[config.mk]
export PLATFORM = sky130hd
export DESIGN_NAME = msb_seq
export DESIGN_NICKNAME = d
export VERILOG_FILES = /design/src/msb_pkg.sv /design/src/msb_seq.sv
export VERILOG_INCLUDE_DIRS = /design/src /design/src/src
export SDC_FILE = /design/constraint.sdc
export NUM_CORES = 1
export LEC_CHECK = 0
export ABC_AREA = 1
export BUFFER_PORTS_ARGS = -buffer_cell sky130_fd_sc_hd__buf_4
export CAP_MARGIN = 15
export CORE_ASPECT_RATIO = 0.9
export CORE_MARGIN = 2
export CORE_UTILIZATION = 45
export CTS_CLUSTER_DIAMETER = 40
export DETAILED_ROUTE_END_ITERATION = 12
export PLACE_DENSITY = 0.7
export SYNTH_ARGS = -nofsm -noshare
export SYNTH_HDL_FRONTEND = slang
export SYNTH_SLANG_ARGS = --single-unit
[constraint.sdc]
create_clock -name clk_i -period 9.7 [get_ports clk_i]
set_clock_uncertainty 0.15 [all_clocks]
set_input_delay 0.97 -clock clk_i [delete_from_list [all_inputs] [get_ports clk_i]]
set_output_delay 0.97 -clock clk_i [all_outputs]
set_load 0.02 [all_outputs]
[src/assert_macros.svh]
// assertion helpers, clocked on clk_i and masked during reset
`ifndef ASSERT_MACROS_SVH
`define ASSERT_MACROS_SVH

// property must hold at every edge out of reset
`define MSB_ASSERT(label, prop, msg) \
  label: assert property (@(posedge clk_i) disable iff (!rst_ni) (prop)) else $error(msg);

// condition must never be seen out of reset
`define MSB_ASSERT_NEVER(label, cond, msg) \
  label: assert property (@(posedge clk_i) disable iff (!rst_ni) !(cond)) else $error(msg);

`endif

[src/msb_pkg.sv]
`default_nettype none

package msb_pkg;

  // screen geometry
  localparam int unsigned SCREEN_WIDTH  = 128;
  localparam int unsigned SCREEN_HEIGHT = 64;
  localparam int unsigned NUM_PAGES     = SCREEN_HEIGHT / 8;
  localparam int unsigned STORE_SIZE    = SCREEN_WIDTH * NUM_PAGES;
  localparam int unsigned MEM_AW        = $clog2(STORE_SIZE);

  // result buffer
  localparam int unsigned OUT_DEPTH = 4;
  localparam int unsigned OUT_PW    = $clog2(OUT_DEPTH);

  // port field widths
  localparam int unsigned ADDR_W     = 10;
  localparam int unsigned CFG_IDX_W  = 3;
  localparam int unsigned CFG_DATA_W = 8;
  localparam int unsigned TDATA_W    = 40;

  typedef enum logic [1:0] {
    OP_SPRITE = 2'd0,
    OP_READ   = 2'd1,
    OP_WRITE  = 2'd2
  } op_e;

  typedef enum logic [CFG_IDX_W-1:0] {
    CFG_X_POS         = 3'd0,
    CFG_Y_POS         = 3'd1,
    CFG_SPRITE_WIDTH  = 3'd2,
    CFG_SPRITE_HEIGHT = 3'd3,
    CFG_MIRROR_ON     = 3'd4,
    CFG_USE_MASK      = 3'd5
  } cfg_idx_e;

  typedef enum logic [1:0] {
    UOP_MERGE = 2'd0,
    UOP_READ  = 2'd1,
    UOP_WRITE = 2'd2,
    UOP_NOP   = 2'd3
  } uop_kind_e;

  // x_pos and y_pos are two's complement
  typedef struct packed {
    logic [7:0] x_pos;
    logic [7:0] y_pos;
    logic [7:0] sprite_width;
    logic [7:0] sprite_height;
    logic       mirror_on;
    logic       use_mask;
  } cfg_t;

  // one framebuffer access; bits doubles as host write data
  typedef struct packed {
    uop_kind_e         kind;
    logic              hit;
    logic [MEM_AW-1:0] addr;
    logic [7:0]        bits;
    logic [7:0]        mask;
  } uop_t;

endpackage

`default_nettype wire

[src/msb_seq.sv]
`default_nettype none
`include "assert_macros.svh"

module msb_seq (
  input  wire logic                     clk_i,
  input  wire logic                     rst_ni,
  input  wire msb_pkg::cfg_t            cfg_i,
  input  wire logic                     restart_i,
  input  wire logic                     s_tvalid_i,
  output logic                          s_tready_o,
  input  wire logic [1:0]               op_i,
  input  wire logic [7:0]               bitmap_i,
  input  wire logic [7:0]               mask_i,
  input  wire logic [msb_pkg::ADDR_W-1:0] address_i,
  input  wire logic [7:0]               wdata_i,
  output logic                          uop_valid_o,
  output msb_pkg::uop_t                 uop_o,
  input  wire logic                     uop_ready_i
);
  import msb_pkg::*;

  logic [7:0] cc_q, cc_d;
  logic [5:0] prc_q, prc_d;
  logic       phase_q, phase_d;

  logic [7:0]  w_eff;
  logic [7:0]  col_off;
  logic [9:0]  col;
  logic        col_ok;
  logic [7:0]  page_base;
  logic [7:0]  page_sel;
  logic        page_ok;
  logic [2:0]  off;
  logic [15:0] b16;
  logic [15:0] m16;
  logic [7:0]  mask_eff;
  logic        need_two;
  logic        last;
  logic        issue;
  logic [8:0]  cc_inc;
  logic [8:0]  h_sum;
  logic [5:0]  rows;
  logic [5:0]  prc_inc;

  // screen position of the current sprite byte
  always_comb begin
    w_eff     = (cfg_i.sprite_width == 8'd0) ? 8'd1 : cfg_i.sprite_width;
    col_off   = cfg_i.mirror_on ? (w_eff - 8'd1 - cc_q) : cc_q;
    col       = {{2{cfg_i.x_pos[7]}}, cfg_i.x_pos} + {2'b00, col_off};
    col_ok    = !col[9] && (32'(col) < SCREEN_WIDTH);
    page_base = {{3{cfg_i.y_pos[7]}}, cfg_i.y_pos[7:3]} + {2'b00, prc_q};
    page_sel  = phase_q ? (page_base + 8'd1) : page_base;
    page_ok   = !page_sel[7] && (32'(page_sel) < NUM_PAGES);
    off       = cfg_i.y_pos[2:0];
    mask_eff  = cfg_i.use_mask ? mask_i : 8'd0;
    b16       = {8'd0, bitmap_i} << off;
    m16       = {8'd0, mask_eff} << off;
  end

  // a sprite byte straddling two pages takes two accesses
  assign need_two    = (op_i == OP_SPRITE) && (off != 3'd0);
  assign last        = !need_two || phase_q;
  assign uop_valid_o = s_tvalid_i;
  assign s_tready_o  = uop_ready_i && last;
  assign issue       = uop_valid_o && uop_ready_i;

  always_comb begin
    uop_o      = '0;
    uop_o.kind = UOP_NOP;
    case (op_i)
      OP_SPRITE: begin
        uop_o.kind = UOP_MERGE;
        uop_o.hit  = col_ok && page_ok;
        uop_o.addr = MEM_AW'(32'(page_sel[6:0]) * SCREEN_WIDTH + 32'(col[8:0]));
        uop_o.bits = phase_q ? b16[15:8] : b16[7:0];
        uop_o.mask = phase_q ? m16[15:8] : m16[7:0];
      end
      OP_READ: begin
        uop_o.kind = UOP_READ;
        uop_o.hit  = 32'(address_i) < STORE_SIZE;
        uop_o.addr = MEM_AW'(address_i);
      end
      OP_WRITE: begin
        uop_o.kind = UOP_WRITE;
        uop_o.hit  = 32'(address_i) < STORE_SIZE;
        uop_o.addr = MEM_AW'(address_i);
        uop_o.bits = wdata_i;
      end
      default: begin
        uop_o.kind = UOP_NOP;
      end
    endcase
  end

  // column and page row walk
  always_comb begin
    cc_inc  = {1'b0, cc_q} + 9'd1;
    h_sum   = {1'b0, cfg_i.sprite_height} + 9'd7;
    rows    = (h_sum[8:3] == 6'd0) ? 6'd1 : h_sum[8:3];
    prc_inc = prc_q + 6'd1;
    cc_d    = cc_q;
    prc_d   = prc_q;
    phase_d = phase_q;
    if (issue) begin
      phase_d = need_two && !phase_q;
    end
    if (s_tvalid_i && s_tready_o && (op_i == OP_SPRITE)) begin
      if (cc_inc >= {1'b0, w_eff}) begin
        cc_d  = 8'd0;
        prc_d = (prc_inc >= rows) ? 6'd0 : prc_inc;
      end else begin
        cc_d = cc_inc[7:0];
      end
    end
    if (restart_i) begin
      cc_d  = 8'd0;
      prc_d = 6'd0;
    end
  end

  always_ff @(posedge clk_i or negedge rst_ni) begin
    if (!rst_ni) begin
      cc_q    <= 8'd0;
      prc_q   <= 6'd0;
      phase_q <= 1'b0;
    end else begin
      cc_q    <= cc_d;
      prc_q   <= prc_d;
      phase_q <= phase_d;
    end
  end

  `MSB_ASSERT(a_phase_after_first, $rose(phase_q) |-> $past(issue && need_two), "second half without first")

endmodule

`default_nettype wire

==> results.md <==
- Placed cell count: approximately 800
- Sw Ratio: around half
- Flop pwr share: between 15 and 20%
- Pre-Repair DR Iteration Count: 5
- Final hold violation count: 0
- Top Usage Layer GRT: met2
- # port buffers: roughly 110
- P&R area growth vs syn: 23.23%
- N_diodes: 0
- Crit Path Max Fanout: 5
- DRT iter0 DRCs: 144
- Vias in the first global route: between 3000 and 4000
- Global-route wire length before repair: roughly 17000 µm
- Worst slew pin tran: roughly 0.66 ns
- I/O pin count: between 100 and 150
- Top_reg_cell synth: dfrtp_1
- # hold bufs at CTS: 0
- Routed wire length: just over 10000 µm
- CTS tree: built
- Yosys warnings: 0
- CP Data Required Time: 8.58 ns
- Tot GR Track Use: around 22%
- Top cells by count, synth: nand2_1, inv_1, o21ai_0, ha_1, nor2_1
- Tmin final: about 6.3 ns
- Arrival @ worst endpoint: 5.15 ns
- Outcome: finished clean
- Clk pwr share: about a tenth
- FFs w/ async S/R, synth: 100.0%
- Share of cells above drive strength 1: slightly above 20%
- Initial Util: about 46%
- Crit Path Category: in -> out
- Worst Path Buf+Inv: 3
- Die span in x: roughly 99 µm
- Clock latency on the worst-skew pair: about 0.24 ns
- Clk sinks: 15
- Number of CTS-inserted buffers: 3
- Setup Fix Bufs, Post-CTS: 0
- Average wire per standard cell: ~13 µm
- Sequential fraction of the synthesis area: ~10%
- Post-cts gate resize count: 0
- Area of the multi-input gates: 2831 µm²
- Hold Path Class: reg -> reg
- Non-Filler Instances: 805
- Post-Syn Area per Cell: between 5 and 6 µm²
- Syn Inst Count: 617
- Logic gate share of total power: roughly 72%
- Max clock buf depth: 2
- Syn_nets: between 700 and 800
- Global-route track usage on met3: about 3.3%
- Crit-path max cell delay: 0.41 ns
- Critical path's top delay family: adder cells
- Part of the cycle the worst path needs: between 60 and 70%
- Max Slew Vio Count: 0
- Internal power: 0.0002402 W
- CP max stage cell: fa_1
- Cell mode on critical path: nand2_1
- Antenna Violating Nets Remaining: 0
- Hpwl dp: just under 9000 µm
- Area of the die: 8865 µm²
- RSZ-0062 raised after global routing: no
- Cell area after synthesis: approximately 3700 µm²
- NetSw: between 0.0002 and 0.00025 W
- Mean number of vias per cell: roughly 5.2
- Clock slew at reported path FFs: roughly 0.060 ns
- Grt ovf: 0
- Placer Congestion: 0.8805
- Vias after detailed routing: about 4200
- Die Y-Extent: around 90 µm
- Sequential Area: between 300 and 400 µm²
- Met2 Use GR: 38.08%
- H-tree Lvls: 1
- Num rows: 31
- Synth cell types: 47
- Core area: between 7000 and 8000 µm²
- Post-synth top area cell: nand2_1
- Largest cells by area after synthesis: nand2_1, ha_1, dfrtp_1
- Setup crit end kind: primary output
- Share of Yosys cell area claimed by the top area cell type: a little under a fifth
- Slew headroom: between 50% and 60%
- Finish-stage setup viols: 0
- Post-synth EDFFs: 0
- Worst VDD drop: ~0.082 mV
- CTS root buffer: clkbuf_8
- Antenna violations before repair: 0
- Yosys reg bits: 15
- Post-route setup TNS: 0 ns
- Fillcell total: 786
- Pleak: 2.468 nW
- Max-Cap Viols: 0
- Drt drc: 0
- Largest net degree at the start of global routing: 23
- FMAX: between 150 and 200 MHz
- Nets: 831
- Power per cell area: between 100 and 150 nW/µm²
- Grt met1 use: 30.73%
- Critical path launch point type: primary input
- Most frequent cell after synthesis: nand2_1
-- area by class of cell --
class | count | area share [%]
multi-input combinational | 491 | 62.83
timing repair buffer | 105 | 17.49
sequential | 15 | 8.329
inverter | 91 | 7.607
tap | 99 | 2.748
clock buffer | 4 | 0.9994
-- worst min-delay path: stages (launching register included) --
cell and delay (ns):
dfrtp_1 0.38, nand2_1 0.06, nand2_1 0.06
-- placed cells by master, fill, tap and decap left out, drive strengths merged, types with 2 or more instances in the layout --
cell,synthesis,routed
a21oi,41,41
a221oi,3,3
a22o,4,4
a31oi,5,5
a32o,2,2
buf,10,105
clkbuf,10,4
dfrtp,15,15
fa,4,4
ha,45,45
inv,90,90
nand2,197,197
nand3,33,33
nand3b,2,2
nand4,10,10
nor2,49,49
nor3,5,5
o211ai,2,2
o21ai,47,47
o221ai,4,4
o22ai,8,8
or2,3,3
xnor2,3,3
xor2,14,14
-- flip-flops by register name, summed over array words and instances, names as in the netlist --
register,count
cc_q,8
prc_q,6
phase_q,1
-- cell families (layout without fill, tap and decap cells) --
group / count (synthesis) / in the layout / share of synthesized area (%)
AND/OR/NAND/NOR: 300 / 300 / 35.44
AO/OA/AOI/OAI: 124 / 124 / 20.05
buffers and inverters: 111 / 200 / 12.32
adder cells (fa/ha/maj): 49 / 49 / 17.58
XOR/XNOR: 17 / 17 / 4.071
flip-flops: 15 / 15 / 10.26
multiplexers: 1 / 1 / 0.2737
-- power groups by stage --
stage / Sequential [W] / Clock (W) / Combinational, W
after global placement: 0.0000867 / 0 / 0.000337
after detailed placement: 0.0000868 / 0 / 0.000346
after CTS: 0.0000857 / 0.0000511 / 0.000348
after global routing: 0.0000871 / 0.0000548 / 0.000396
final: 0.0000857 / 0.0000501 / 0.000347
after floorplan: 0.0000802 / 0 / 0.000252
-- worst paths after layout --
path	from	to	slack [ns]	depth (start not counted)
setup / recovery	cfg_i[11]	uop_o[25]	3.43	28
hold / removal	prc_q[5]	prc_q[5]	0.38	2
setup reg to reg	cc_q[0]	cc_q[7]	7.06	15
hold reg to reg	prc_q[5]	prc_q[5]	0.38	2
max in group asynchronous	rst_ni	prc_q[5]	8.80	1
min in group asynchronous	rst_ni	cc_q[3]	0.42	1
-- through the flow --
| stage | worst slack [ns] | hold slack [ns] | total power (W) | utilization (%) | instance area, µm² |
|---|---|---|---|---|---|
| floorplan | 3.861 | 0.3251 | 0.0003317 | - | 3657 |
| global route | 2.949 | 0.4233 | 0.0005379 | 56.68 | 4507 |
| global placement | 3.619 | 0.3824 | 0.0004240 | 56.11 | 4462 |
| detailed placement | 3.455 | 0.3859 | 0.0004329 | 56.11 | 4462 |
| finish | 3.434 | 0.3821 | 0.0004831 | 56.68 | 4507 |
| CTS | 3.445 | 0.4011 | 0.0004846 | 56.68 | 4507 |
-- metal layers --
layer	vias to the layer above	wire, µm
li1	2208	-
met1	1873	4856
met2	128	4727
met3	12	605
met4	0	89
met5	-	0
No activity file was read; power rests on OpenSTA's default activity.
